## src/rtl/core/cjd_pkg.sv

```systemverilog
`default_nettype none
package cjd_pkg;

  localparam int unsigned SecsPerDay = 86400;

  typedef enum logic [1:0] {
    STAT_OK     = 2'd0,
    STAT_GAP    = 2'd1,
    STAT_MONTH0 = 2'd2
  } cjd_status_t;

  typedef struct packed {
    logic signed [23:0] day_number;
    logic [16:0]        seconds_of_day;
    cjd_status_t        status;
  } cjd_result_t;

  // Days contributed by the month term, floor(30.6001 * (m + 1)), for m in 0..15.
  function automatic logic [8:0] month_days(input logic [3:0] m);
    logic [8:0] r;
    case (m)
      4'd0:    r = 9'd30;
      4'd1:    r = 9'd61;
      4'd2:    r = 9'd91;
      4'd3:    r = 9'd122;
      4'd4:    r = 9'd153;
      4'd5:    r = 9'd183;
      4'd6:    r = 9'd214;
      4'd7:    r = 9'd244;
      4'd8:    r = 9'd275;
      4'd9:    r = 9'd306;
      4'd10:   r = 9'd336;
      4'd11:   r = 9'd367;
      4'd12:   r = 9'd397;
      4'd13:   r = 9'd428;
      4'd14:   r = 9'd459;
      4'd15:   r = 9'd489;
      default: r = 9'd0;
    endcase
    return r;
  endfunction

endpackage
`default_nettype wire

```

## src/rtl/core/calendar_to_julian_day.sv

```systemverilog
// A result appears with done once the start transfer has passed the input registers and the result register.
// Throughput: one conversion per cycle; busy is never raised.
// Each result is strobed by done for exactly one cycle and the receiver cannot stall.
// Reset clears the pipeline valid flags; no result is lost except those in flight.
`default_nettype none
module calendar_to_julian_day import cjd_pkg::*; (
  input  logic               clk,
  input  logic               rst,
  input  logic               start,
  output logic               busy,
  input  logic signed [14:0] year,
  input  logic [3:0]         month,
  input  logic [4:0]         day,
  input  logic [4:0]         hour,
  input  logic [5:0]         minute,
  input  logic [5:0]         second,
  input  logic signed [16:0] utc_offset,
  output logic               done,
  output logic signed [23:0] day_number,
  output logic [16:0]        seconds_of_day,
  output logic [1:0]         status
);

  logic               in_valid;
  logic signed [14:0] year_q;
  logic [3:0]         month_q;
  logic [4:0]         day_q;
  logic [4:0]         hour_q;
  logic [5:0]         minute_q;
  logic [5:0]         second_q;
  logic signed [16:0] offset_q;
  cjd_result_t        conv;
  cjd_result_t        res_q;

  assign busy = 1'b0;

  always_ff @(posedge clk) begin
    if (rst) begin
      in_valid <= 1'b0;
      done     <= 1'b0;
    end else begin
      in_valid <= start && !busy;
      done     <= in_valid;
    end
  end

  always_ff @(posedge clk) begin
    if (start && !busy) begin
      year_q   <= year;
      month_q  <= month;
      day_q    <= day;
      hour_q   <= hour;
      minute_q <= minute;
      second_q <= second;
      offset_q <= utc_offset;
    end
    if (in_valid) begin
      res_q <= conv;
    end
  end

  cjd_conv u_conv (
    .year       (year_q),
    .month      (month_q),
    .day        (day_q),
    .hour       (hour_q),
    .minute     (minute_q),
    .second     (second_q),
    .utc_offset (offset_q),
    .result     (conv)
  );

  assign day_number     = res_q.day_number;
  assign seconds_of_day = res_q.seconds_of_day;
  assign status         = res_q.status;

  a_start_enters: assert property (@(posedge clk) disable iff (rst)
    start |=> in_valid)
    else $error("accepted transfer did not enter the input stage");

  a_done_follows: assert property (@(posedge clk) disable iff (rst)
    done == $past(in_valid))
    else $error("done does not follow the input stage by one cycle");

  a_sec_range: assert property (@(posedge clk) disable iff (rst)
    done |-> (seconds_of_day < 17'd86400))
    else $error("seconds_of_day out of range");

  a_reject_zero: assert property (@(posedge clk) disable iff (rst)
    (done && (status != STAT_OK)) |-> ((day_number == 24'sd0) && (seconds_of_day == 17'd0)))
    else $error("rejected date carries nonzero fields");

  a_month0: assert property (@(posedge clk) disable iff (rst)
    (in_valid && (month_q == 4'd0)) |=> (status == STAT_MONTH0))
    else $error("month zero not flagged");

endmodule
`default_nettype wire

```

## src/rtl/core/cjd_conv.sv

```systemverilog
`default_nettype none
module cjd_conv import cjd_pkg::*; (
  input  logic signed [14:0] year,
  input  logic [3:0]         month,
  input  logic [4:0]         day,
  input  logic [4:0]         hour,
  input  logic [5:0]         minute,
  input  logic [5:0]         second,
  input  logic signed [16:0] utc_offset,
  output cjd_result_t        result
);

  logic signed [15:0] y_adj;
  logic [3:0]         m_adj;
  logic               greg;
  logic               gap;
  logic [15:0]        y_off;
  logic [29:0]        y_prod;
  logic [10:0]        y_cent_pos;
  logic signed [10:0] y_cent;
  logic signed [11:0] b_corr;
  logic signed [16:0] y_shift;
  logic signed [27:0] y_mul;
  logic signed [27:0] y_days;
  logic [16:0]        hour_secs;
  logic [11:0]        min_secs;
  logic [16:0]        tod;
  logic signed [18:0] t_ut;
  logic signed [2:0]  carry;
  logic signed [18:0] sec_ut;
  logic signed [27:0] dn;

  always_comb begin
    // January and February count as months 13 and 14 of the previous year.
    if (month < 4'd3) begin
      y_adj = {year[14], year} - 16'sd1;
      m_adj = month + 4'd12;
    end else begin
      y_adj = {year[14], year};
      m_adj = month;
    end
  end

  // Lexicographic compare stands in for the packed yyyymmdd key.
  assign greg = (y_adj > 16'sd1582) ||
                ((y_adj == 16'sd1582) &&
                 ((m_adj > 4'd10) || ((m_adj == 4'd10) && (day >= 5'd15))));
  assign gap  = (y_adj == 16'sd1582) && (m_adj == 4'd10) &&
                (day inside {[5'd5:5'd14]});

  // Floor of year over 100: bias the year to a positive value that is a
  // multiple of 100, then divide by reciprocal multiplication.
  assign y_off      = $unsigned(y_adj) + 16'd16400;
  assign y_prod     = 30'(y_off) * 30'd5243;
  assign y_cent_pos = y_prod[29:19];
  assign y_cent     = $signed(y_cent_pos) - 11'sd164;
  assign b_corr     = 12'sd2 - {y_cent[10], y_cent} + {{3{y_cent[10]}}, y_cent[10:2]};

  assign y_shift = {y_adj[15], y_adj} + 17'sd4716;
  assign y_mul   = $signed({{11{y_shift[16]}}, y_shift}) * 28'sd1461;
  assign y_days  = y_mul >>> 2;

  assign hour_secs = 17'(hour) * 17'd3600;
  assign min_secs  = 12'(minute) * 12'd60;
  assign tod       = hour_secs + 17'(min_secs) + 17'(second);
  assign t_ut      = $signed({2'b00, tod}) - $signed({{2{utc_offset[16]}}, utc_offset});

  // The UT time of day lies well inside -1 to 3 days, so a few compares
  // give the floor of the day carry.
  always_comb begin
    if (t_ut < 19'sd0) begin
      carry  = -3'sd1;
      sec_ut = t_ut + 19'sd86400;
    end else if (t_ut < 19'sd86400) begin
      carry  = 3'sd0;
      sec_ut = t_ut;
    end else if (t_ut < 19'sd172800) begin
      carry  = 3'sd1;
      sec_ut = t_ut - 19'sd86400;
    end else begin
      carry  = 3'sd2;
      sec_ut = t_ut - 19'sd172800;
    end
  end

  assign dn = y_days
            + $signed({19'd0, month_days(m_adj)})
            + $signed({23'd0, day})
            + (greg ? $signed({{16{b_corr[11]}}, b_corr}) : 28'sd0)
            - 28'sd1524
            + $signed({{25{carry[2]}}, carry});

  always_comb begin
    if (month == 4'd0) begin
      result.day_number     = '0;
      result.seconds_of_day = '0;
      result.status         = STAT_MONTH0;
    end else if (gap) begin
      result.day_number     = '0;
      result.seconds_of_day = '0;
      result.status         = STAT_GAP;
    end else begin
      result.day_number     = dn[23:0];
      result.seconds_of_day = sec_ut[16:0];
      result.status         = STAT_OK;
    end
  end

endmodule
`default_nettype wire

```

## config.mk

```make
export PLATFORM = sky130hd
export DESIGN_NAME = calendar_to_julian_day
export DESIGN_NICKNAME = d
export VERILOG_FILES = /design/src/rtl/core/cjd_pkg.sv /design/src/rtl/core/calendar_to_julian_day.sv /design/src/rtl/core/cjd_conv.sv
export SDC_FILE = /design/constraint.sdc
export NUM_CORES = 1
export LEC_CHECK = 0
export ABC_AREA = 1
export ABC_CLOCK_PERIOD_IN_PS = 36800
export BUFFER_PORTS_ARGS = -buffer_cell sky130_fd_sc_hd__buf_4
export CAP_MARGIN = 0
export CORE_MARGIN = 3
export CORE_UTILIZATION = 69
export DETAILED_ROUTE_END_ITERATION = 10
export PLACE_DENSITY_LB_ADDON = 0.2
export SETUP_SLACK_MARGIN = 0.2
export SYNTH_ARGS = -nofsm -noshare
export SYNTH_HDL_FRONTEND = slang
export SYNTH_SLANG_ARGS = --single-unit
```

## constraint.sdc

```tcl
create_clock -name clk -period 36.8 [get_ports clk]
set_input_delay 1.84 -clock clk [delete_from_list [all_inputs] [get_ports clk]]
set_output_delay 1.84 -clock clk [all_outputs]
set_load 0.01 [all_outputs]
```

==> results.sh, run 1 <==
export IMPL_status="complete, no violations"
export IMPL_cp_common_cell="nand2_1"
export IMPL_cts_sinks=103
export IMPL_worstPathMaxFanout=10
export IMPL_dr_total_vias=15300
export IMPL_io_pins=106
export IMPL_relSlewSlack_pct=30.8
export IMPL_core_sq_um=27300
export IMPL_first_pass_iters=7
export IMPL_cp_arrival_ns=13.72
export IMPL_start_util_pct=70.8
export IMPL_maxCapViolations=0
export IMPL_h_tree_depth=3
export IMPL_path_buf_inv=8
export IMPL_die_w_microns=173
export IMPL_place_congestion=0.979
export IMPL_grt_pass1_vias=15800
export IMPL_dieArea_sq_um=30000
export IMPL_slew_violations=0
export IMPL_worstPathRequired_ns=36.91
export IMPL_postCtsHoldBufs=0
export IMPL_area_growth_pct=7.72
export IMPL_grt_pass1_wl_microns=74900
export IMPL_synth_cell_type_count=52
export IMPL_min_path_type="reg2reg"
export IMPL_critPathKind="reg2reg"
export IMPL_clock_skew_ns=0.0131
export IMPL_drive_above_1_share_pct=8.86
export IMPL_fin_setup_tns_ns=0
export IMPL_avgRoutedWirePerCell_microns=16.2
export IMPL_synth_yosys_seq_area_share_pct=15.9
export IMPL_fmax_mhz=73.5
export IMPL_drt_vias_per_instance=5.47
export IMPL_finalCriticalPeriod_ns=13.61
export IMPL_syn_inst=2313
export IMPL_post_cts_resized=0
export IMPL_drt_iter0_markers=1121
export IMPL_die_y_microns=173
export IMPL_rows=60
export IMPL_clock_path_buffers=2
export IMPL_rsz0062_at_grt="false"
export IMPL_hpwl_microns=38800
export IMPL_antenna_found_initial=0
export IMPL_async_flop_share_pct=0
export IMPL_critPathSlowestCell="xor2_1"
export IMPL_clock_latency_ns=0.37
export IMPL_drc_errors=0
export IMPL_hold_viol_final=0
export IMPL_synthesis_area_sq_um=19300
export IMPL_synthTopCellsByArea="ha_1 24%, fa_1 19%, edfxtp_1 16%"
export IMPL_diodes=0
export IMPL_setup_violations=0
export IMPL_grt_max_degree=60
export IMPL_grt_usage_pct=30.6
export IMPL_ctsRootBufferMaster="clkbuf_16"
export IMPL_max_stage_delay_ns=0.63
export IMPL_end_kind="flip-flop"
export IMPL_grt_overflow=0
export IMPL_synth_nets=2932
export IMPL_yosysTopAreaCellShare_pct=24.2
export IMPL_cp_start_kind="flip-flop"
export IMPL_wl_microns=45300
export IMPL_postCtsSetupBuffers=0
export IMPL_fin_nets=3040
export IMPL_synth_edf_count=101
export IMPL_ant_nets=0
export IMPL_synth_area_leader_cell="ha_1"
export IMPL_critPathTopFamily="adder cells"
export IMPL_syn_avg_cell_area_sq_um=8.35
export IMPL_ys_warn_count=0
export IMPL_io_buffers=104
export IMPL_tightest_slew_ns=1.04
export IMPL_ys_ff_latch=103
export IMPL_fin_crit_sh_pct=37.0
export IMPL_synth_main_ff_cell="edfxtp_1"
export IMPL_numCtsBuffers=9
export IMPL_path_clk_slew_ns=0.09
export IMPL_cts_tree="built"
-- layer usage --
layer / up-vias / track usage, % / routed length, microns
met1: 7253 / 40.0 / 19300
met3: 71 / 5.37 / 3040
met5: - / 0 / 0
li1: 7493 / - / -
met4: 0 / 9.53 / 1180
met2: 496 / 52.2 / 21800
-- registers in the layout (all words and copies together) (netlist names), 2 cells and up --
signal,count
day_number,24
hour_q,5
month_q,4
status,2
second_q,6
year_q,15
day_q,5
offset_q,17
seconds_of_day,17
minute_q,6
-- per-stage QoR --
step           area (sq um)  cells  setup WS, ns  utilization, %  hold slack (ns)
2_1_floorplan         19300   2313         24.79               -            0.615
3_3_place_gp          20500   2782         23.79            75.2            0.699
3_5_place_dp          20500   2782         23.37            75.2            0.695
4_1_cts               20800   2798         23.29            76.3            0.718
5_1_grt               20800   2798         22.01            76.3            0.759
6_report              20800   2798         23.19            76.3            0.716
-- layout make-up --
cell class	count	area, sq um
Timing Repair Buffer	105	788
Sequential cell	103	3070
Multi-Input combinational cell	1609	13900
Tap cell	372	465
Inverter	593	2230
Clock inverter	7	85.1
Clock buffer	9	225
Fill cell	2021	6460
-- worst paths after layout --
path | to | slack (ns) | depth (start not counted) | from
setup reg to reg | day_number[22]$_SDFFCE_PP0P_ | 23.19 | 69 | month_q[1]$_DFFE_PP_
hold reg to reg | seconds_of_day[0]$_SDFFCE_PP0P_ | 0.72 | 2 | offset_q[0]$_DFFE_PP_
hold / removal | seconds_of_day[0]$_SDFFCE_PP0P_ | 0.72 | 2 | offset_q[0]$_DFFE_PP_
setup / recovery | day_number[22]$_SDFFCE_PP0P_ | 23.19 | 69 | month_q[1]$_DFFE_PP_
-- kinds of logic (layout without fill, tap and decap cells) --
group           after synthesis  in the layout  share of synthesized area [%]
compound gates              266            266                           7.84
fa+ha+maj                   558            558                           43.4
other cells                   1              1                         0.0194
xor+xnor                    106            106                           5.24
flops                       103            103                           15.9
buf+inv                     601            714                           11.9
simple gates                678            678                           15.7
-- synthesized netlist by cell type, drive strengths merged (2+ instances only) --
cell type / count
o21a: 7
a31oi: 6
o21ai: 78
dfxtp: 2
nand3: 104
o211ai: 3
nand2: 369
nor2: 139
fa: 185
o21bai: 11
a21oi: 134
nand3b: 5
nor3: 19
or2: 10
xor2: 78
xnor2: 28
nor4: 4
inv: 593
buf: 7
a211oi: 4
a21o: 14
edfxtp: 101
ha: 373
nand4: 25
a21boi: 4
a31o: 2
-- worst reg2reg max path: cells and delay by family, from the launching register on --
family          cells  cell delay (ns)
simple gates       32             3.26
xor+xnor            3             1.47
buf+inv             8             0.70
fa+ha+maj          14             5.38
compound gates     12             2.03
flops               1             0.53
-- cells in the final DEF, fill, tap and decap left out, types with 9 or more instances in the layout --
cell type  synthesis  routed
fa_1             185     185
nor2_1           123     123
or2_2              9       9
o21bai_1          10      10
inv_1            581     581
a21o_1            14      14
edfxtp_1         101     101
ha_1             373     373
xnor2_1           28      28
nor2_2            14      14
inv_2             11      11
nand2_1          346     346
nand4_1           23      23
clkbuf_16          0       9
a21oi_1          134     134
xor2_1            70      70
nor3_1            16      16
o21ai_2            9       9
nand3_1           99      99
o21ai_1            9       9
o21ai_0           59      59
buf_4              2     105
nand2_2           17      17
Power of run 1 is not shown: default switching activity piles up to over one toggle a cycle in this logic, so the estimate is an artifact.
==> run 2, diff against run 1 <==
- ABC_CLOCK_PERIOD_IN_PS: 36800 -> 12100
- CORE_UTILIZATION: 69 -> 58
- clock period: 36.8 -> 12.1 ns (I/O delays scaled with it)
==> results.sh, run 2 (synthesized netlist as in run 1, its figures left out) <==
export IMPL_drc_errors=0
export IMPL_die_w_microns=188
export IMPL_die_y_microns=188
export IMPL_postLayoutCoreUtil_pct=68.0
export IMPL_timing_final_ws_setup_ns=0.575
export IMPL_clock_skew_ns=0.0253
export IMPL_r2r_setup_slack_ns=0.58
export IMPL_worstPathRequired_ns=12.24
export IMPL_finalCriticalPeriod_ns=11.52
export IMPL_h_tree_depth=3
export IMPL_regToRegEndpoint="day_number[23]$_SDFFCE_PP0P_"
export IMPL_place_congestion=0.948
export IMPL_cts_tree="built"
export IMPL_worstPathMaxFanout=14
export IMPL_path_clk_slew_ns=0.09
export IMPL_place_ws_ns=-0.247
export IMPL_grt_pass1_vias=15200
export IMPL_clock_path_buffers=2
export IMPL_critPathTopFamily="adder cells"
export IMPL_dr_total_vias=15400
export IMPL_grt_pass1_wl_microns=74000
export IMPL_critPathKind="reg2reg"
export IMPL_grt_overflow=0
export IMPL_io_pins=106
export IMPL_critPathSlowestCell="fa_1"
export IMPL_final_cell_count_no_fill=2920
export IMPL_path_buf_inv=14
export IMPL_cp_arrival_ns=11.67
export IMPL_drive_above_1_share_pct=15.9
export IMPL_tightest_slew_ns=1.02
export IMPL_status="complete, no violations"
export IMPL_end_kind="flip-flop"
export IMPL_diodes=0
export IMPL_first_pass_iters=7
export IMPL_hold_viol_final=0
export IMPL_avgRoutedWirePerCell_microns=15.8
export IMPL_dpl_cell_count=2877
export IMPL_critPathLaunch="month_q[2]$_DFFE_PP_"
export IMPL_io_buffers=104
export IMPL_rr_worst_depth=67
export IMPL_drt_vias_per_instance=5.26
export IMPL_cp_endpoint="day_number[23]$_SDFFCE_PP0P_"
export IMPL_setup_violations=0
export IMPL_ant_nets=0
export IMPL_numCtsBuffers=9
export IMPL_hpwl_microns=38400
export IMPL_max_stage_delay_ns=0.54
export IMPL_worst_path_stages=67
export IMPL_rsz0062_at_grt="true"
export IMPL_layout_common_cells="572 x inv_1, 330 x ha_1, 328 x nand2_1, 183 x fa_1, 155 x buf_4"
export IMPL_fin_nets=3092
export IMPL_area_growth_pct=15.3
export IMPL_start_util_pct=59.0
export IMPL_maxCapViolations=0
export IMPL_relSlewSlack_pct=31.7
export IMPL_fmax_mhz=86.8
export IMPL_postCtsHoldBufs=0
export IMPL_r2r_start="month_q[2]$_DFFE_PP_"
export IMPL_antenna_found_initial=0
export IMPL_cts_sinks=103
export IMPL_drt_iter0_markers=845
export IMPL_grt_max_degree=60
export IMPL_fin_crit_sh_pct=95.2
export IMPL_wl_microns=46200
export IMPL_rows=66
export IMPL_core_sq_um=32700
export IMPL_cp_start_kind="flip-flop"
export IMPL_final_common_cell="inv_1"
export IMPL_ctsRootBufferMaster="clkbuf_16"
export IMPL_clock_latency_ns=0.40
export IMPL_grt_usage_pct=25.8
export IMPL_dieArea_sq_um=35500
export IMPL_largest_register_ffs=24
export IMPL_slew_violations=0
export IMPL_cp_common_cell="inv_1"
export IMPL_min_path_type="in2reg"
run 2: through the flow:
stage               hold slack (ns)  setup TNS (ns)  cell area, sq um
finish                        0.365               0             22300
global route                  0.364         -0.0826             22300
CTS                           0.352               0             21200
detailed placement            0.704          -0.346             20800
global placement              0.715               0             20800
floorplan                     0.615               0             19300
run 2: area by class of cell:
cell class	instances	area, sq um
inverters	593	2230
well taps	442	553
clock inverters	7	91.3
fillers	2756	10500
flip-flops and latches	103	3070
multi-input cells	1609	14900
repair buffers	157	1190
clock buffers	9	225
run 2: how the worst min path moves through the flow:
stage	startpoint	to	depth (start not counted)	slack, ns
4_1_cts	rst	in_valid$_SDFF_PP0_	2	0.35
5_1_grt	rst	in_valid$_SDFF_PP0_	2	0.36
2_1_floorplan	offset_q[0]$_DFFE_PP_	seconds_of_day[0]$_SDFFCE_PP0P_	2	0.61
3_5_place_dp	offset_q[0]$_DFFE_PP_	seconds_of_day[0]$_SDFFCE_PP0P_	2	0.70
3_3_place_gp	offset_q[0]$_DFFE_PP_	seconds_of_day[0]$_SDFFCE_PP0P_	2	0.71
6_report	rst	in_valid$_SDFF_PP0_	2	0.37
run 2: what timing repair did:
action,4_1_cts,5_1_grt
pin swaps,2,65
gates resized for setup,28,143
endpoints found under the setup margin,9,16
setup buffers,3,24
run 2: routing by layer:
metal | up-vias | wire length [microns] | global-route usage [%]
li1 | 7609 | - | -
met1 | 7332 | 20600 | 35.6
met2 | 348 | 22100 | 43.2
met3 | 73 | 2320 | 3.53
met4 | 0 | 1130 | 6.39
met5 | - | 0 | 0
Power of run 2 is left out for the same reason.
==> run 3, diff against run 2 <==
- REMOVE_ABC_BUFFERS: default -> 1
==> results.sh, run 3 (synthesized netlist as in run 1, its figures left out) <==
export IMPL_cp_start_kind="flip-flop"
export IMPL_grt_pass1_vias=14800
export IMPL_grt_usage_pct=25.0
export IMPL_postCtsHoldBufs=0
export IMPL_nFillCells=2742
export IMPL_h_tree_depth=3
export IMPL_end_kind="flip-flop"
export IMPL_avgRoutedWirePerCell_microns=15.3
export IMPL_cts_sinks=103
export IMPL_hpwl_microns=37600
export IMPL_finalCriticalPeriod_ns=11.54
export IMPL_grt_max_degree=60
export IMPL_wl_microns=44800
export IMPL_io_buffers=104
export IMPL_ant_nets=0
export IMPL_clock_path_buffers=2
export IMPL_fin_crit_sh_pct=95.4
export IMPL_rsz0062_at_grt="true"
export IMPL_hold_depth=2
export IMPL_fin_nets=3100
export IMPL_rows=66
export IMPL_rr_worst_depth=69
export IMPL_clock_latency_ns=0.39
export IMPL_ctsRootBufferMaster="clkbuf_16"
export IMPL_die_w_microns=188
export IMPL_worstPathRequired_ns=12.24
export IMPL_slew_violations=0
export IMPL_core_sq_um=32700
export IMPL_dieArea_sq_um=35500
export IMPL_dr_total_vias=15300
export IMPL_antenna_found_initial=0
export IMPL_start_util_pct=59.0
export IMPL_die_y_microns=188
export IMPL_maxCapViolations=0
export IMPL_cts_tree="built"
export IMPL_setup_violations=0
export IMPL_cp_arrival_ns=11.69
export IMPL_fmax_mhz=86.6
export IMPL_critPathKind="reg2reg"
export IMPL_min_path_type="in2reg"
export IMPL_drive_above_1_share_pct=15.4
export IMPL_first_pass_iters=6
export IMPL_place_ws_ns=-0.313
export IMPL_largest_register_ffs=24
export IMPL_min_from="rst"
export IMPL_worstPathMaxFanout=6
export IMPL_status="complete, no violations"
export IMPL_area_growth_pct=14.5
export IMPL_r2r_start="month_q[2]$_DFFE_PP_"
export IMPL_relSlewSlack_pct=32.7
export IMPL_drt_iter0_markers=946
export IMPL_max_stage_delay_ns=0.54
export IMPL_numCtsBuffers=9
export IMPL_regToRegEndpoint="day_number[20]$_SDFFCE_PP0P_"
export IMPL_path_clk_slew_ns=0.09
export IMPL_min_to="in_valid$_SDFF_PP0_"
export IMPL_layout_common_cells="577 x inv_1, 337 x ha_1, 330 x nand2_1, 183 x fa_1, 162 x buf_4"
export IMPL_grt_pass1_wl_microns=72000
export IMPL_drt_vias_per_instance=5.21
export IMPL_critPathSlowestCell="fa_1"
export IMPL_final_common_cell="inv_1"
export IMPL_clock_skew_ns=0.0241
export IMPL_place_congestion=0.968
export IMPL_io_pins=106
export IMPL_hold_viol_final=0
export IMPL_grt_overflow=0
export IMPL_r2r_setup_slack_ns=0.56
export IMPL_tightest_slew_ns=1.01
export IMPL_diodes=0
export IMPL_drc_errors=0
export IMPL_timing_final_ws_setup_ns=0.555
[run 3: worst max-delay path, delay by kind of cell (launching register included)]
family	cells	cell delay [ns]
DFF	1	0.42
xor gates and xnor gates	4	0.65
and+or+nand+nor	29	3.43
buffers and inverters	12	1.08
adders and majority gates	15	4.78
AOI/OAI and AO/OA	9	0.92
[run 3: worst max path at each step]
stage	from	to	slack (ns)	depth (start not counted)
floorplan	month_q[1]$_DFFE_PP_	day_number[22]$_SDFFCE_PP0P_	0.09	67
global placement	month_q[0]$_DFFE_PP_	day_number[22]$_SDFFCE_PP0P_	0.08	67
detailed placement	month_q[2]$_DFFE_PP_	day_number[22]$_SDFFCE_PP0P_	-0.31	68
CTS	month_q[0]$_DFFE_PP_	day_number[22]$_SDFFCE_PP0P_	0.21	67
global route	month_q[2]$_DFFE_PP_	day_number[22]$_SDFFCE_PP0P_	-0.07	70
finish	month_q[2]$_DFFE_PP_	day_number[20]$_SDFFCE_PP0P_	0.56	69
[run 3: area by class of cell]
type                    instances  area (sq um)  area share (%)
inverters                     593          2230            10.1
multi-input cells            1609         14700            66.4
repair buffers                165          1250            5.66
clock buffers                   9           225            1.02
clock inverters                 7          95.1           0.430
well taps                     442           553            2.50
flip-flops and latches        103          3070            13.9
[run 3: through the flow]
stage	cell area (sq um)	instances	utilization [%]	hold WS (ns)	TNS, ns
after floorplan	19200	2305	-	0.615	0
after global placement	20800	2878	63.5	0.720	0
after detailed placement	20800	2878	63.5	0.700	-0.542
after CTS	21200	2898	65.0	0.364	0
after global routing	22100	2928	67.6	0.370	-0.124
final	22100	2928	67.6	0.379	0
[run 3: repair_timing]
| item | 4_1_cts | 5_1_grt |
|---|---|---|
| resized for setup | 27 | 112 |
| gates cloned | 0 | 0 |
| pin swaps | 2 | 57 |
| setup endpoints to repair | 10 | 17 |
| buffers inserted | 4 | 30 |
[run 3: layer usage]
| metal | vias up | GRT usage (%) | part of all wire, % | wire length [microns] |
|---|---|---|---|---|
| met5 | - | 0 | 0 | 0 |
| met4 | 0 | 5.24 | 1.7 | 783 |
| met3 | 46 | 3.35 | 4.8 | 2140 |
| met2 | 347 | 41.9 | 48 | 21500 |
| met1 | 7245 | 35.0 | 46 | 20400 |
| li1 | 7612 | - | - | - |
Power of run 3 is left out for the same reason.
